<file path="config.mk">
export PLATFORM = sky130hd
export DESIGN_NAME = price_level_fifo_matcher
export DESIGN_NICKNAME = d
export VERILOG_FILES = /design/src/plfm_pkg.sv /design/src/plfm_ram.sv /design/src/plfm_front.sv /design/src/plfm_back.sv /design/src/price_level_fifo_matcher.sv
export SDC_FILE = /design/constraint.sdc
export NUM_CORES = 2
export LEC_CHECK = 0
export BUFFER_PORTS_ARGS = -buffer_cell sky130_fd_sc_hd__buf_2
export CAP_MARGIN = 20
export CORE_MARGIN = 2
export CORE_UTILIZATION = 40
export DETAILED_ROUTE_END_ITERATION = 10
export PLACE_DENSITY = 0.64
export SLEW_MARGIN = 40
export SYNTH_ARGS = -nofsm -noshare
export SYNTH_HDL_FRONTEND = slang
export SYNTH_SLANG_ARGS = --single-unit
</file>
<file path="constraint.sdc">
create_clock -name i_clk -period 8 [get_ports i_clk]
set_clock_uncertainty 0.15 [all_clocks]
set_input_delay 0.8 -clock i_clk [delete_from_list [all_inputs] [get_ports i_clk]]
set_output_delay 0.8 -clock i_clk [all_outputs]
set_load 0.1 [all_outputs]
</file>
<file path="src/plfm_pkg.sv">
// Shared types and constants for the price level FIFO matcher.
// Depends on nothing; every other file of the block but plfm_ram imports it.
`default_nettype none

package plfm_pkg;

    localparam int DEPTH_DEF = 16;
    localparam int ID_W      = 32;
    localparam int QTY_W     = 32;
    localparam int TOT_W     = 36;
    localparam int H_W       = 4;
    localparam int CNT_OUT_W = 5;

    typedef enum logic [1:0] {
        OP_ADD    = 2'd0,
        OP_REMOVE = 2'd1,
        OP_UPDATE = 2'd2,
        OP_MATCH  = 2'd3
    } t_op;

    typedef enum logic [2:0] {
        KIND_ADD    = 3'd0,
        KIND_REMOVE = 3'd1,
        KIND_UPDATE = 3'd2,
        KIND_TRADE  = 3'd3,
        KIND_DONE   = 3'd4
    } t_kind;

    typedef enum logic [1:0] {
        ST_OK         = 2'd0,
        ST_FULL       = 2'd1,
        ST_BAD_HANDLE = 2'd2
    } t_status;

    // Request as classified by the front end.
    typedef struct packed {
        t_op              op;
        logic [ID_W-1:0]  order_id;
        logic [QTY_W-1:0] qty;
        logic [H_W-1:0]   handle;
        logic             h_in_range;
    } t_cmd;

    // Per-result fields that the engine decides; level totals are added at output.
    typedef struct packed {
        t_kind            kind;
        t_status          status;
        logic [H_W-1:0]   slot;
        logic [ID_W-1:0]  resting_id;
        logic [QTY_W-1:0] fill_qty;
        logic [31:0]      trade_price;
        logic             resting_done;
        logic [QTY_W-1:0] remaining_req;
        logic             last;
    } t_res;

endpackage

`default_nettype wire

</file>
<file path="src/plfm_ram.sv">
// Generic single write port, single read port RAM with registered read data.
// Depends on nothing.
`default_nettype none

module plfm_ram #(
    parameter int W = 32,
    parameter int D = 16
) (
    input  wire logic                 i_clk,
    input  wire logic                 i_we,
    input  wire logic [$clog2(D)-1:0] i_waddr,
    input  wire logic [W-1:0]         i_wdata,
    input  wire logic [$clog2(D)-1:0] i_raddr,
    output logic      [W-1:0]         o_rdata
);

    logic [W-1:0] r_mem [D];

    always_ff @(posedge i_clk) begin
        if (i_we) begin
            r_mem[i_waddr] <= i_wdata;
        end
        o_rdata <= r_mem[i_raddr];
    end

endmodule

`default_nettype wire

</file>
<file path="src/plfm_front.sv">
// Front end: accepts requests, classifies them and holds them in a two-entry queue.
// Depends on plfm_pkg.
`default_nettype none

module plfm_front #(
    parameter int DEPTH = plfm_pkg::DEPTH_DEF
) (
    input  wire logic                        i_clk,
    input  wire logic                        i_rst_n,
    input  wire logic                        i_in_valid,
    output logic                             o_in_ready,
    input  wire logic [1:0]                  i_op,
    input  wire logic [plfm_pkg::ID_W-1:0]   i_order_id,
    input  wire logic [plfm_pkg::QTY_W-1:0]  i_qty,
    input  wire logic [plfm_pkg::H_W-1:0]    i_handle,
    output plfm_pkg::t_cmd                   o_cmd,
    output logic                             o_cmd_valid,
    input  wire logic                        i_cmd_pop
);
    import plfm_pkg::*;

    t_cmd       r_q [2];
    logic       r_wptr, n_wptr;
    logic       r_rptr, n_rptr;
    logic [1:0] r_cnt, n_cnt;
    t_cmd       c_cmd;
    logic       push, pop;

    always_comb begin
        c_cmd.op         = t_op'(i_op);
        c_cmd.order_id   = i_order_id;
        c_cmd.qty        = i_qty;
        c_cmd.handle     = i_handle;
        c_cmd.h_in_range = (32'(i_handle) < 32'(DEPTH));
    end

    assign o_in_ready  = (r_cnt != 2'd2);
    assign o_cmd_valid = (r_cnt != 2'd0);
    assign o_cmd       = r_q[r_rptr];
    assign push        = i_in_valid && o_in_ready;
    assign pop         = i_cmd_pop && o_cmd_valid;

    always_comb begin
        n_wptr = push ? ~r_wptr : r_wptr;
        n_rptr = pop ? ~r_rptr : r_rptr;
        n_cnt  = r_cnt + 2'(push) - 2'(pop);
    end

    always_ff @(posedge i_clk) begin
        if (push) begin
            r_q[r_wptr] <= c_cmd;
        end
        if (!i_rst_n) begin
            r_wptr <= 1'b0;
            r_rptr <= 1'b0;
            r_cnt  <= 2'd0;
        end else begin
            r_wptr <= n_wptr;
            r_rptr <= n_rptr;
            r_cnt  <= n_cnt;
        end
    end

endmodule

`default_nettype wire

</file>
<file path="src/plfm_back.sv">
// Back end: executes queued requests against the linked slot store and
// drives the output register. Depends on plfm_pkg and plfm_ram.
`default_nettype none

module plfm_back #(
    parameter int DEPTH = plfm_pkg::DEPTH_DEF
) (
    input  wire logic                           i_clk,
    input  wire logic                           i_rst_n,
    input  wire plfm_pkg::t_cmd                 i_cmd,
    input  wire logic                           i_cmd_valid,
    output logic                                o_cmd_pop,
    input  wire logic [31:0]                    i_level_price,
    output logic                                o_out_valid,
    input  wire logic                           i_out_ready,
    output plfm_pkg::t_res                      o_res,
    output logic [plfm_pkg::TOT_W-1:0]          o_total_open,
    output logic [plfm_pkg::CNT_OUT_W-1:0]      o_order_count,
    output logic [plfm_pkg::ID_W-1:0]           o_front_id
);
    import plfm_pkg::*;

    localparam int SW = $clog2(DEPTH);
    localparam int CW = $clog2(DEPTH + 1);

    typedef enum logic [4:0] {
        S_IDLE  = 5'b00001,
        S_EXEC  = 5'b00010,
        S_RD    = 5'b00100,
        S_FRONT = 5'b01000,
        S_EMIT  = 5'b10000
    } t_state;

    t_state             r_state, n_state;
    t_cmd               r_cmd, n_cmd;
    logic [QTY_W-1:0]   r_req, n_req;
    logic               r_stop, n_stop;
    t_res               r_res, n_res;
    logic [DEPTH-1:0]   r_occ, n_occ;
    logic [SW-1:0]      r_head, n_head;
    logic [SW-1:0]      r_tail, n_tail;
    logic [TOT_W-1:0]   r_total, n_total;
    logic [CW-1:0]      r_count, n_count;
    logic [ID_W-1:0]    r_front_id, n_front_id;
    logic               r_out_valid, n_out_valid;
    t_res               r_out, n_out;
    logic [TOT_W-1:0]   r_out_total, n_out_total;
    logic [CNT_OUT_W-1:0] r_out_count, n_out_count;
    logic [ID_W-1:0]    r_out_front, n_out_front;

    logic               id_we, qty_we, nxt_we, prv_we;
    logic [SW-1:0]      id_waddr, qty_waddr, nxt_waddr, prv_waddr;
    logic [ID_W-1:0]    id_wdata;
    logic [QTY_W-1:0]   qty_wdata;
    logic [SW-1:0]      nxt_wdata, prv_wdata;
    logic [SW-1:0]      id_raddr, qty_raddr, nxt_raddr, prv_raddr;
    logic [ID_W-1:0]    id_rd;
    logic [QTY_W-1:0]   qty_rd;
    logic [SW-1:0]      nxt_rd, prv_rd;

    logic [SW-1:0]      free_s;
    logic               free_found;
    logic [SW-1:0]      hs;
    logic               hok;
    logic [SW-1:0]      cur_s;
    logic [QTY_W-1:0]   fill;
    logic               full_fill;

    plfm_ram #(.W(ID_W), .D(DEPTH)) u_id_ram (
        .i_clk(i_clk), .i_we(id_we), .i_waddr(id_waddr), .i_wdata(id_wdata),
        .i_raddr(id_raddr), .o_rdata(id_rd)
    );
    plfm_ram #(.W(QTY_W), .D(DEPTH)) u_qty_ram (
        .i_clk(i_clk), .i_we(qty_we), .i_waddr(qty_waddr), .i_wdata(qty_wdata),
        .i_raddr(qty_raddr), .o_rdata(qty_rd)
    );
    plfm_ram #(.W(SW), .D(DEPTH)) u_nxt_ram (
        .i_clk(i_clk), .i_we(nxt_we), .i_waddr(nxt_waddr), .i_wdata(nxt_wdata),
        .i_raddr(nxt_raddr), .o_rdata(nxt_rd)
    );
    plfm_ram #(.W(SW), .D(DEPTH)) u_prv_ram (
        .i_clk(i_clk), .i_we(prv_we), .i_waddr(prv_waddr), .i_wdata(prv_wdata),
        .i_raddr(prv_raddr), .o_rdata(prv_rd)
    );

    // Lowest free slot.
    always_comb begin
        free_s     = '0;
        free_found = 1'b0;
        for (int i = 0; i < DEPTH; i++) begin
            if (!free_found && !r_occ[i]) begin
                free_s     = SW'(i);
                free_found = 1'b1;
            end
        end
    end

    assign hs        = SW'(r_cmd.handle);
    assign hok       = r_cmd.h_in_range && r_occ[hs];
    assign cur_s     = (r_cmd.op == OP_MATCH) ? r_head : hs;
    assign fill      = (qty_rd < r_req) ? qty_rd : r_req;
    assign full_fill = (fill == qty_rd);

    always_comb begin
        n_state     = r_state;
        n_cmd       = r_cmd;
        n_req       = r_req;
        n_stop      = r_stop;
        n_res       = r_res;
        n_occ       = r_occ;
        n_head      = r_head;
        n_tail      = r_tail;
        n_total     = r_total;
        n_count     = r_count;
        n_front_id  = r_front_id;
        n_out_valid = r_out_valid;
        n_out       = r_out;
        n_out_total = r_out_total;
        n_out_count = r_out_count;
        n_out_front = r_out_front;
        o_cmd_pop   = 1'b0;
        id_we       = 1'b0;
        qty_we      = 1'b0;
        nxt_we      = 1'b0;
        prv_we      = 1'b0;
        id_waddr    = '0;
        qty_waddr   = '0;
        nxt_waddr   = '0;
        prv_waddr   = '0;
        id_wdata    = r_cmd.order_id;
        qty_wdata   = r_cmd.qty;
        nxt_wdata   = '0;
        prv_wdata   = '0;
        id_raddr    = cur_s;
        qty_raddr   = cur_s;
        nxt_raddr   = cur_s;
        prv_raddr   = cur_s;

        if (r_out_valid && i_out_ready) begin
            n_out_valid = 1'b0;
        end

        unique case (r_state)
            S_IDLE: begin
                if (i_cmd_valid) begin
                    o_cmd_pop = 1'b1;
                    n_cmd     = i_cmd;
                    n_req     = i_cmd.qty;
                    n_stop    = 1'b0;
                    n_state   = S_EXEC;
                end
            end

            S_EXEC: begin
                n_res      = '0;
                n_res.last = 1'b1;
                n_state    = S_EMIT;
                unique case (r_cmd.op)
                    OP_ADD: begin
                        n_res.kind = KIND_ADD;
                        if (32'(r_count) >= 32'(DEPTH) || !free_found) begin
                            n_res.status = ST_FULL;
                        end else begin
                            id_we      = 1'b1;
                            id_waddr   = free_s;
                            qty_we     = 1'b1;
                            qty_waddr  = free_s;
                            n_occ[free_s] = 1'b1;
                            if (r_count == '0) begin
                                n_head     = free_s;
                                n_front_id = r_cmd.order_id;
                            end else begin
                                nxt_we    = 1'b1;
                                nxt_waddr = r_tail;
                                nxt_wdata = free_s;
                                prv_we    = 1'b1;
                                prv_waddr = free_s;
                                prv_wdata = r_tail;
                            end
                            n_tail     = free_s;
                            n_count    = r_count + CW'(1);
                            n_total    = r_total + TOT_W'(r_cmd.qty);
                            n_res.slot = H_W'(free_s);
                        end
                    end
                    OP_REMOVE, OP_UPDATE: begin
                        n_res.kind = (r_cmd.op == OP_REMOVE) ? KIND_REMOVE : KIND_UPDATE;
                        n_res.slot = r_cmd.handle;
                        if (!hok) begin
                            n_res.status = ST_BAD_HANDLE;
                        end else begin
                            n_state = S_RD;
                        end
                    end
                    OP_MATCH: begin
                        if (r_count == '0 || r_req == '0 || r_stop) begin
                            n_res.kind          = KIND_DONE;
                            n_res.remaining_req = r_req;
                        end else begin
                            n_state = S_RD;
                        end
                    end
                endcase
            end

            S_RD: begin
                n_state = S_EMIT;
                if (r_cmd.op == OP_UPDATE) begin
                    n_total   = r_total - TOT_W'(qty_rd) + TOT_W'(r_cmd.qty);
                    qty_we    = 1'b1;
                    qty_waddr = hs;
                end else begin
                    if (r_cmd.op == OP_MATCH) begin
                        n_res               = '0;
                        n_res.kind          = KIND_TRADE;
                        n_res.slot          = H_W'(r_head);
                        n_res.resting_id    = id_rd;
                        n_res.fill_qty      = fill;
                        n_res.trade_price   = i_level_price;
                        n_res.resting_done  = full_fill;
                        n_res.remaining_req = r_req - fill;
                        n_req               = r_req - fill;
                    end
                    if (r_cmd.op == OP_MATCH && !full_fill) begin
                        // Partial fill: the order keeps its place with less open.
                        qty_we    = 1'b1;
                        qty_waddr = r_head;
                        qty_wdata = qty_rd - fill;
                        n_total   = r_total - TOT_W'(fill);
                        n_stop    = 1'b1;
                    end else begin
                        n_occ[cur_s] = 1'b0;
                        n_total      = r_total - TOT_W'(qty_rd);
                        n_count      = r_count - CW'(1);
                        if (r_count <= CW'(1)) begin
                            n_head = '0;
                            n_tail = '0;
                        end else if (cur_s == r_head) begin
                            // Head moves on; fetch the new oldest id.
                            n_head   = nxt_rd;
                            id_raddr = nxt_rd;
                            n_state  = S_FRONT;
                        end else if (cur_s == r_tail) begin
                            n_tail = prv_rd;
                        end else begin
                            nxt_we    = 1'b1;
                            nxt_waddr = prv_rd;
                            nxt_wdata = nxt_rd;
                            prv_we    = 1'b1;
                            prv_waddr = nxt_rd;
                            prv_wdata = prv_rd;
                        end
                    end
                end
            end

            S_FRONT: begin
                n_front_id = id_rd;
                n_state    = S_EMIT;
            end

            S_EMIT: begin
                if (!r_out_valid || i_out_ready) begin
                    n_out_valid = 1'b1;
                    n_out       = r_res;
                    n_out_total = r_total;
                    n_out_count = CNT_OUT_W'(r_count);
                    n_out_front = (r_count != '0) ? r_front_id : '0;
                    // After a trade the match loop checks whether to go on.
                    n_state     = (r_res.kind == KIND_TRADE) ? S_EXEC : S_IDLE;
                end
            end

            default: n_state = S_IDLE;
        endcase
    end

    always_ff @(posedge i_clk) begin
        r_cmd       <= n_cmd;
        r_req       <= n_req;
        r_res       <= n_res;
        r_front_id  <= n_front_id;
        r_out       <= n_out;
        r_out_total <= n_out_total;
        r_out_count <= n_out_count;
        r_out_front <= n_out_front;
        if (!i_rst_n) begin
            r_state     <= S_IDLE;
            r_stop      <= 1'b0;
            r_occ       <= '0;
            r_head      <= '0;
            r_tail      <= '0;
            r_total     <= '0;
            r_count     <= '0;
            r_out_valid <= 1'b0;
        end else begin
            r_state     <= n_state;
            r_stop      <= n_stop;
            r_occ       <= n_occ;
            r_head      <= n_head;
            r_tail      <= n_tail;
            r_total     <= n_total;
            r_count     <= n_count;
            r_out_valid <= n_out_valid;
        end
    end

    assign o_out_valid   = r_out_valid;
    assign o_res         = r_out;
    assign o_total_open  = r_out_total;
    assign o_order_count = r_out_count;
    assign o_front_id    = r_out_front;

endmodule

`default_nettype wire

</file>
<file path="src/price_level_fifo_matcher.sv">
// One price level of an order book: time-ordered resting orders and matching.
// Top level; depends on plfm_pkg, plfm_front, plfm_back (which uses plfm_ram).
//
// Requests come in on a valid/ready channel (op, order_id, qty, handle) and are
// taken into a two-entry queue, so the sender can go on while the engine works.
// Results leave through one output register on a valid/ready channel; o_last
// marks the final result of a request.
// From the queue to the output register, add and a failed remove or update pass
// through the states EXEC and EMIT; remove and update pass through EXEC, RD and
// EMIT, with FRONT before EMIT when the oldest order is removed. A match is taken
// in IDLE, then passes through EXEC, RD and EMIT per trade (with FRONT when the
// oldest order leaves and the new head id is fetched from the id memory) and through
// EXEC and EMIT for its done item. One request is worked on at a time.
// If the receiver stalls, the engine holds its next result and stops; the input
// queue keeps taking requests until it is full. Reset (synchronous, active low)
// empties the level and both channels; the level price is written through
// i_cfg_we / i_cfg_wdata while idle, a user rule the block does not enforce.
`default_nettype none

module price_level_fifo_matcher #(
    parameter int DEPTH = plfm_pkg::DEPTH_DEF
) (
    input  wire logic                          i_clk,
    input  wire logic                          i_rst_n,
    input  wire logic                          i_cfg_we,
    input  wire logic [31:0]                   i_cfg_wdata,
    input  wire logic                          i_in_valid,
    output logic                               o_in_ready,
    input  wire logic [1:0]                    i_op,
    input  wire logic [plfm_pkg::ID_W-1:0]     i_order_id,
    input  wire logic [plfm_pkg::QTY_W-1:0]    i_qty,
    input  wire logic [plfm_pkg::H_W-1:0]      i_handle,
    output logic                               o_out_valid,
    input  wire logic                          i_out_ready,
    output logic [2:0]                         o_kind,
    output logic [1:0]                         o_status,
    output logic [plfm_pkg::H_W-1:0]           o_slot,
    output logic [plfm_pkg::ID_W-1:0]          o_resting_id,
    output logic [plfm_pkg::QTY_W-1:0]         o_fill_qty,
    output logic [31:0]                        o_trade_price,
    output logic                               o_resting_done,
    output logic [plfm_pkg::QTY_W-1:0]         o_remaining_req,
    output logic [plfm_pkg::TOT_W-1:0]         o_total_open,
    output logic [plfm_pkg::CNT_OUT_W-1:0]     o_order_count,
    output logic [plfm_pkg::ID_W-1:0]          o_front_id,
    output logic                               o_last
);
    import plfm_pkg::*;

    logic [31:0] r_level_price;
    t_cmd        cmd;
    logic        cmd_valid;
    logic        cmd_pop;
    t_res        res;

    always_ff @(posedge i_clk) begin
        if (!i_rst_n) begin
            r_level_price <= '0;
        end else if (i_cfg_we) begin
            r_level_price <= i_cfg_wdata;
        end
    end

    plfm_front #(.DEPTH(DEPTH)) u_front (
        .i_clk(i_clk), .i_rst_n(i_rst_n),
        .i_in_valid(i_in_valid), .o_in_ready(o_in_ready),
        .i_op(i_op), .i_order_id(i_order_id), .i_qty(i_qty), .i_handle(i_handle),
        .o_cmd(cmd), .o_cmd_valid(cmd_valid), .i_cmd_pop(cmd_pop)
    );

    plfm_back #(.DEPTH(DEPTH)) u_back (
        .i_clk(i_clk), .i_rst_n(i_rst_n),
        .i_cmd(cmd), .i_cmd_valid(cmd_valid), .o_cmd_pop(cmd_pop),
        .i_level_price(r_level_price),
        .o_out_valid(o_out_valid), .i_out_ready(i_out_ready),
        .o_res(res), .o_total_open(o_total_open),
        .o_order_count(o_order_count), .o_front_id(o_front_id)
    );

    assign o_kind          = res.kind;
    assign o_status        = res.status;
    assign o_slot          = res.slot;
    assign o_resting_id    = res.resting_id;
    assign o_fill_qty      = res.fill_qty;
    assign o_trade_price   = res.trade_price;
    assign o_resting_done  = res.resting_done;
    assign o_remaining_req = res.remaining_req;
    assign o_last          = res.last;

    // A trade is never the final result of its request and carries the level price.
    a_trade_not_last: assert property (@(posedge i_clk) disable iff (!i_rst_n)
        (o_out_valid && o_kind == KIND_TRADE) |-> (!o_last && o_trade_price == r_level_price))
        else $error("trade result marked last or with wrong price");

    // Every other result ends its request.
    a_other_last: assert property (@(posedge i_clk) disable iff (!i_rst_n)
        (o_out_valid && o_kind != KIND_TRADE) |-> o_last)
        else $error("non-trade result not marked last");

    // An empty level shows no front order and no open quantity.
    a_empty_level: assert property (@(posedge i_clk) disable iff (!i_rst_n)
        (o_out_valid && o_order_count == '0) |-> (o_front_id == '0 && o_total_open == '0))
        else $error("empty level reports front id or open quantity");

endmodule

`default_nettype wire

</file>
### Yosys cells after proc, flatten, opt, wreduce, memory -nomap -nowiden

Memories as Yosys holds them, arrays and structs flattened. A register that Yosys moved wholly into a read port is not among the register bits.
Index checks and enable logic that the tools add are counted.

| storage, ports and cells | value |
|---|---|
| bits in registers | 594 |
| memory bits (writable) | 1,292 |
| word-level logic and storage cells | 337 |
| memories kept | 5 |

Memories:

| memory | depth | bits a word | read ports | clocked after Yosys merged registers in | wr ports | RTL line | source |
|---|---|---|---|---|---|---|---|
| u_back.u_id_ram.r_mem | 16 | 32 | 1 | 1 | 1 | plfm_ram.sv:17 | `logic [W-1:0] r_mem [D];` |
| u_back.u_qty_ram.r_mem | 16 | 32 | 1 | 1 | 1 | plfm_ram.sv:17 |  |
| u_front.r_q | 2 | 70 | 1 | 1 | 1 | plfm_front.sv:22 | `t_cmd r_q [2];` |
| u_back.u_nxt_ram.r_mem | 16 | 4 | 1 | 1 | 1 | plfm_ram.sv:17 |  |
| u_back.u_prv_ram.r_mem | 16 | 4 | 1 | 1 | 1 | plfm_ram.sv:17 |  |

| cells by class | value |
|---|---|
| add/subtract/negate cells | 10 |
| order comparisons | 8 |
| equality and inequality tests | 25 |
| muxes and demuxes | 166 |
| bitwise logic cells | 5 |
| reductions and logical operators | 78 |

Operators by type and width:

| operator | count |
|---|---|
| $mux 32 | 12 |
| $mux 139 | 2 |
| $pmux 139 s2 | 1 |
| $mux 4 | 49 |
| $mux 36 | 4 |
| $pmux 32 s2 | 2 |
| $add 36x32->36 | 2 |
| $pmux 36 s2 | 1 |
| $sub 36x32->36 | 2 |
| $mux 16 | 4 |
| $sub 32x32->32 | 2 |
| $mux 5 | 12 |
| $mux 1 | 52 |
| $pmux 4 s2 | 5 |
| $eq 32x32->1 | 1 |
| $logic_not 1->1 | 32 |
| $logic_not 32->1 | 1 |
| $lt 32x32->1 | 1 |
| $pmux 16 s2 | 1 |
| $pmux 5 s5 | 1 |
| $logic_and 1x1->1 | 22 |
| $pmux 5 s2 | 2 |
| $and 16x16->16 | 1 |
| $not 16->16 | 1 |
| other kinds (41) | 79 |

### Longest topological paths before layout

| depth | value |
|---|---|
| word-level depth | 53 |
| gate-level depth with buffers | 27 |
| depth with buffers taken out | 27 |

### Cells and area by module

Synthesis repeated with hierarchy kept, for this count alone.

| unflattened totals | value |
|---|---|
| cells, all modules | 5,425 |
| area total of the unflattened synthesis | 84,290.8 um^2 |

By module, submodules not included:

| module | instances | cells each | area each (um^2) |
|---|---|---|---|
| plfm_ram (u_back.u_id_ram ...) | 2 | 838 | 19,835.3 |
| plfm_back | 1 | 3,136 | 32,680.1 |
| plfm_front | 1 | 250 | 5,363.9 |
| plfm_ram (u_back.u_nxt_ram ...) | 2 | 130 | 2,666.3 |
| price_level_fifo_matcher | 1 | 103 | 1,243.7 |

### Least setup slack after synthesis

OpenSTA, ideal clock, no wires.

| path | value |
|---|---|
| kind | register to register |
| start point | register u_back.r_req[19] |
| end point | memory u_back.u_qty_ram.r_mem[12][0], enable pin |
| data arrival time | 7.430 ns |
| required time | 7.389 ns |
| slack | -0.041 ns |
| stages on the path, launching flop included | 21 |
| path buffers | 2 |
| clock period less this slack | 8.041 ns |
| cells stage by stage | edfxtp_1 inv_1 ha_1 and2_1 a221o_1 nand2_1 nand4_1 nor3_4 clkbuf_1 clkbuf_1 mux2i_1 ha_1 and3_1 nand3_1 nor3_1 nand2_1 o21ai_1 nor2_1 a222oi_1 nand2_1 nor3_1 |

| on the way | value |
|---|---|
| longest elaborated chain between the ends | 10 |
| elaborated cells between the ends (all ways) | 13 |
| those cells by class | order compare: 1; eq/ne: 1; mux: 9; reduce/logical: 2 |

Ends and longest elaborated chain:

| what | RTL line | source |
|---|---|---|
| from (decl) | plfm_back.sv:36 | `logic [QTY_W-1:0] r_req, n_req;` |
| from (signal assigned) | plfm_back.sv:280 | `r_req <= n_req;` |
| $lt 32x32->1 | plfm_back.sv:101 | `assign fill = (qty_rd < r_req) ? qty_rd : r_req;` |
| $mux 32 (*) | plfm_back.sv:101 |  |
| $eq 32x32->1 (*) | plfm_back.sv:102 | `assign full_fill = (fill == qty_rd);` |
| $logic_not 1->1 (*) | plfm_back.sv:224 | `if (r_cmd.op == OP_MATCH && !full_fill) begin` |
| $logic_and 1x1->1 (*) | plfm_back.sv:224 |  |
| $mux 1 | plfm_back.sv:224 |  |
| $mux 1 | plfm_back.sv:208 | `if (r_cmd.op == OP_UPDATE) begin` |
| $pmux 1 s2 | plfm_back.sv:143 | `unique case (r_state)` |
| $mux 1 | plfm_ram.sv:20 | `if (i_we) begin` |
| $mux 1 (not written as such) | plfm_ram.sv:21 | `r_mem[i_waddr] <= i_wdata;` |
| to (decl) | plfm_ram.sv:17 |  |

Every way passes the cells marked *; elsewhere a longest branch is shown, timed or not.

### Worst setup path after layout

| path | value |
|---|---|
| start point | register u_back.r_req[31] |
| end point | register u_back.u_id_ram.o_rdata[27] (read register of u_back.u_id_ram.r_mem) |

| on the way | value |
|---|---|
| longest elaborated chain between the ends | 8 |

Ends and longest elaborated chain:

| what | RTL line | source |
|---|---|---|
| $lt 32x32->1 | plfm_back.sv:101 |  |
| $mux 32 (*) | plfm_back.sv:101 |  |
| $eq 32x32->1 (*) | plfm_back.sv:102 |  |
| $logic_not 1->1 (*) | plfm_back.sv:224 |  |
| $logic_and 1x1->1 (*) | plfm_back.sv:224 |  |
| $mux 4 (*) | plfm_back.sv:224 |  |
| $mux 4 (*) | plfm_back.sv:208 |  |
| $mux 4 (*) | plfm_back.sv:143 |  |
| to (decl) | plfm_ram.sv:14 | `output logic [W-1:0] o_rdata` |

Marked as above.
A chain may end at the register's enable or synchronous reset.

==> out/metrics.yaml <==
cells_and_area:
  nFillCells: 18500
  area_growth_pct: 15.8
  layout-drive-gt1-share: 0.161
  layout.cell_area.non_filler_um2: 98700
  fin_nets: 7092
clock_network:
  tritoncts_clock_tree: "done"
  clk_latency_ps: 880
  clockRootBuffer: "sky130_fd_sc_hd__clkbuf_16"
  path_clk_slew_ps: 70
  numClockSinks: 1958
  cts_max_path_buffers: 3
  postCtsResizedCells: 0
  tritoncts.num_buffers: 193
  htree_num_levels: 4
setup_path:
  startpoint_of_the_worst_register_to_register_path: "u_back.r_req[31]$_DFFE_PP_"
  critPathLaunch: "u_back.r_req[31]$_DFFE_PP_"
  capturing_point_of_the_worst_reg2reg_path: "u_back.u_id_ram.o_rdata[27]$_DFF_P_"
  critPathKind: "flip-flop to flip-flop"
  r2r_setup_slack_ps: 540
  timing.reg2reg.worst_path_depth: 23
  setup.worst_path.end_class: "flip-flop"
  path_max_fanout: 40
  critical_path_arrival_ps: 8020
  startpoint_type: "flip-flop"
  critPathRequiredTime_ps: 8560
timing:
  layout_min_cycle_time_ps: 7460
  slew_headroom: 0.390
  tightest_slew_ps: 915
  grt_setup_unrepaired: "no"
  timing_hold_violations_final: 0
  total_negative_setup_slack_ps: 0
  slew_violations: 0
  final-setup-viol-count: 0
  max_clock_freq_mhz: 134
  final.setup.worst_slack_ps: 544
  finalHoldWorstSlack_ps: 68.0
  timing.final.crit_share: 0.932
synthesis:
  synth_flop_cell: "sky130_fd_sc_hd__edfxtp_1"
  synthTopCellsByArea: "sky130_fd_sc_hd__edfxtp_1 63%, sky130_fd_sc_hd__nand2_1 4.6%, sky130_fd_sc_hd__dfxtp_1 4.3%, sky130_fd_sc_hd__mux4_2 3.5%, sky130_fd_sc_hd__ha_1 3.4%"
  simple_gate_fraction_of_synth_area: 0.109
  syn-mean-instance-area_um2: 13.5
  synth-seq-area-share: 0.669
  synth-xor-area-share: 0.0191
  synthMuxAreaShare: 0.0587
  yosys.area.top_type: "sky130_fd_sc_hd__edfxtp_1"
  synth_area_um2: 85200
  synthTopCellsByCount: "1777 x sky130_fd_sc_hd__edfxtp_1, 1040 x sky130_fd_sc_hd__nand2_1, 260 x sky130_fd_sc_hd__a21oi_1, 257 x sky130_fd_sc_hd__clkbuf_1, 234 x sky130_fd_sc_hd__nor2_1"
  synth.lib_cells_used.distinct: 92
  ys_ff_latch: 1958
  synth_async_sr_flop_share: 0
  yosys.cell_count.top_type: "sky130_fd_sc_hd__edfxtp_1"
  yosys_warnings: 0
  synthesis.nets: 6644
  dominant_combinational_cell_family_by_area_after_synthesis: "simple AND/OR/NAND/NOR gates"
  postSynthCellCount: 6305
  synth_top_area_frac: 0.626
  synth_fa_ha_area_frac: 0.0344
  synth-compound-area-share: 0.0895
  post_synth_edffs: 1777
pwr:
  swShare: 0.383
  p_comb_frac: 0.393
  part_of_the_power_in_the_clock_network: 0.248
  seq_power_share: 0.359
  worst_ir_drop_vdd_mv: 0.260
  cellPowerDensity_nw_per_um2: 385
  power_switching_w: 0.0146
  leakage_power_total_nw: 35.8
  internal_power_w: 0.0235
routing:
  finalWirelength_mm: 241
  num_vias: 55100
  postRouteAntennaNets: 0
  first_pass_iters: 6
  remaining_drc_errors: 0
  first_iter_violations: 5787
  detail_route.vias_per_cell: 5.65
  routed_wire_length_per_instance_um: 24.7
flow_run:
  drv.max_cap_violation_count: 0
die:
  effective_utilization_at_floorplan: 0.402
  top_level_ports: 321
  floorplan_core_area_um2: 212000
  die_area_um2: 217000
  rows: 169
  floorplan.die.width_um: 466
  die_y_um: 466
global_route:
  met3_usage: 0.0340
  grt_pass1_vias: 53000
  grt_overflow_total: 0
  groute.usage.overall: 0.216
  grt_pass1_wl_mm: 352
  met2_track_demand_over_resource: 0.335
  gr-usage-met1: 0.306
  pin_count_of_the_biggest_net_entering_global_routing: 167
  grt_antenna_before_repair: 9
  grt_busiest_layer: "met2"
min_path:
  hold_path_startpoint: "i_handle[2]"
  hold_end: "u_front.r_q[1][2]$_DFFE_PP_"
  hold_path.class: "input port to flip-flop"
  hold_path_depth: 1
place:
  routability_congestion: 0.995
  preCtsSetupSlack_ps: 462
  buffer_ports.inserted: 320
  placedInstanceArea_um2: 91100
  detailed_place_hpwl_mm: 158
outcome:
  run_status: "completed"
## timing repair
action,CTS,global route
endpoints found under the hold margin,152,0
hold buffers,85,0
buffers inserted,0,1
endpoints found under the setup margin,0,10
## per-stage QoR
step,total power (W),std cells,utilization
2_1_floorplan,0.0236,6305,-
3_3_place_gp,0.0283,9289,0.430
3_5_place_dp,0.0284,9289,0.430
4_1_cts,0.0379,9740,0.465
5_1_grt,0.0398,9746,0.466
6_report,0.0380,9747,0.466
## layer usage
metal,wire (µm),part of all wire
met4,9450,0.039
met5,16,0.000066
met3,18400,0.076
met1,104000,0.43
met2,109000,0.45
## power groups by stage
stage / combinational, W / sequential (W) / clock (W)
3_5_place_dp: 0.0146 / 0.0138 / 0
3_3_place_gp: 0.0145 / 0.0138 / 0
4_1_cts: 0.0147 / 0.0136 / 0.00959
5_1_grt: 0.0161 / 0.0137 / 0.00997
6_report: 0.0150 / 0.0137 / 0.00941
2_1_floorplan: 0.0103 / 0.0133 / 0
## flip-flops by register name, summed over array words and instances (netlist names), 5 cells and up, named ones only
register	flops
u_back.o_front_id	32
u_back.o_res	139
u_back.u_id_ram.r_mem	512
u_back.u_qty_ram.o_rdata	32
u_back.u_id_ram.o_rdata	32
r_level_price	32
u_back.u_prv_ram.r_mem	64
u_back.r_cmd	34
u_back.r_count	5
u_back.r_res	139
u_back.u_nxt_ram.r_mem	64
u_back.r_front_id	32
u_back.u_qty_ram.r_mem	512
u_back.r_occ	16
u_back.id_wdata	32
u_back.r_state	5
u_back.r_req	32
u_back.o_order_count	5
u_back.r_total	36
u_front.r_q	140
u_back.o_total_open	36
## layout make-up
cell class	instances	area (µm²)	area share
inverter	142	536	0.00543
timing repair buffer	565	4070	0.0412
antenna	2	5.00	0.0000507
sequential	1958	57000	0.577
tap	2821	3530	0.0358
multi-input combinational	3893	26900	0.273
clock inverter	122	1490	0.0151
clock buffer	244	5140	0.0521
## placed cells by master, fill, tap and decap left out, types with 42 or more instances in the layout
master	netlist	routed
sky130_fd_sc_hd__o21ai_0	190	186
sky130_fd_sc_hd__nand2_1	1040	1038
sky130_fd_sc_hd__ha_1	229	228
sky130_fd_sc_hd__mux4_2	133	133
sky130_fd_sc_hd__nor2_1	234	202
sky130_fd_sc_hd__xnor2_1	105	105
sky130_fd_sc_hd__clkbuf_16	0	193
sky130_fd_sc_hd__nand2b_1	44	43
sky130_fd_sc_hd__and2_1	124	123
sky130_fd_sc_hd__mux2_2	107	105
sky130_fd_sc_hd__a311oi_1	121	121
sky130_fd_sc_hd__dlygate4sd3_1	0	85
sky130_fd_sc_hd__mux2i_1	78	72
sky130_fd_sc_hd__buf_4	14	129
sky130_fd_sc_hd__a31oi_1	80	80
sky130_fd_sc_hd__edfxtp_1	1777	1777
sky130_fd_sc_hd__a21o_1	104	104
sky130_fd_sc_hd__nor3_1	55	52
sky130_fd_sc_hd__dfxtp_1	181	180
sky130_fd_sc_hd__a21oi_1	260	260
sky130_fd_sc_hd__nand3_1	231	230
sky130_fd_sc_hd__inv_1	142	141
sky130_fd_sc_hd__buf_2	20	318
sky130_fd_sc_hd__and3_1	118	115
sky130_fd_sc_hd__o21a_1	42	42
sky130_fd_sc_hd__nor2b_1	64	63
sky130_fd_sc_hd__xor2_1	81	81
sky130_fd_sc_hd__a22oi_1	72	72
## critical path, stage by stage (launching register included)
cell	delay, ps
sky130_fd_sc_hd__edfxtp_1	470
sky130_fd_sc_hd__inv_1	90
sky130_fd_sc_hd__ha_1	320
sky130_fd_sc_hd__nand4_2	200
sky130_fd_sc_hd__nor4_4	430
sky130_fd_sc_hd__nand4_2	260
sky130_fd_sc_hd__or4_1	690
sky130_fd_sc_hd__nand3_1	420
sky130_fd_sc_hd__mux2i_1	140
sky130_fd_sc_hd__buf_4	180
sky130_fd_sc_hd__ha_1	340
sky130_fd_sc_hd__and4_1	330
sky130_fd_sc_hd__nand2_1	70
sky130_fd_sc_hd__nor4_1	390
sky130_fd_sc_hd__nand2_1	200
sky130_fd_sc_hd__o21a_1	250
sky130_fd_sc_hd__nor2_4	110
sky130_fd_sc_hd__and3_1	320
sky130_fd_sc_hd__buf_4	290
sky130_fd_sc_hd__mux2i_4	640
sky130_fd_sc_hd__buf_12	340
sky130_fd_sc_hd__mux4_2	340
sky130_fd_sc_hd__a22oi_1	210
sky130_fd_sc_hd__nand2_1	90
## worst max path at each step
stage	endpoint	cells after the start
3_5_place_dp	u_back.u_id_ram.o_rdata[25]$_DFF_P_	23
4_1_cts	u_back.u_id_ram.o_rdata[27]$_DFF_P_	23
3_3_place_gp	u_back.u_id_ram.o_rdata[26]$_DFF_P_	23
6_report	u_back.u_id_ram.o_rdata[27]$_DFF_P_	23
2_1_floorplan	u_back.u_qty_ram.r_mem[12][0]$_DFFE_PP_	20
5_1_grt	u_back.u_id_ram.o_rdata[21]$_DFF_P_	23
## kinds of logic after synthesis
group,count (synthesis)
simple gates,2029
flops,1958
xor+xnor,186
compound gates,1126
fa+ha+maj,233
buf+inv,454
mux,319
Power figures use the tool's default switching activity.
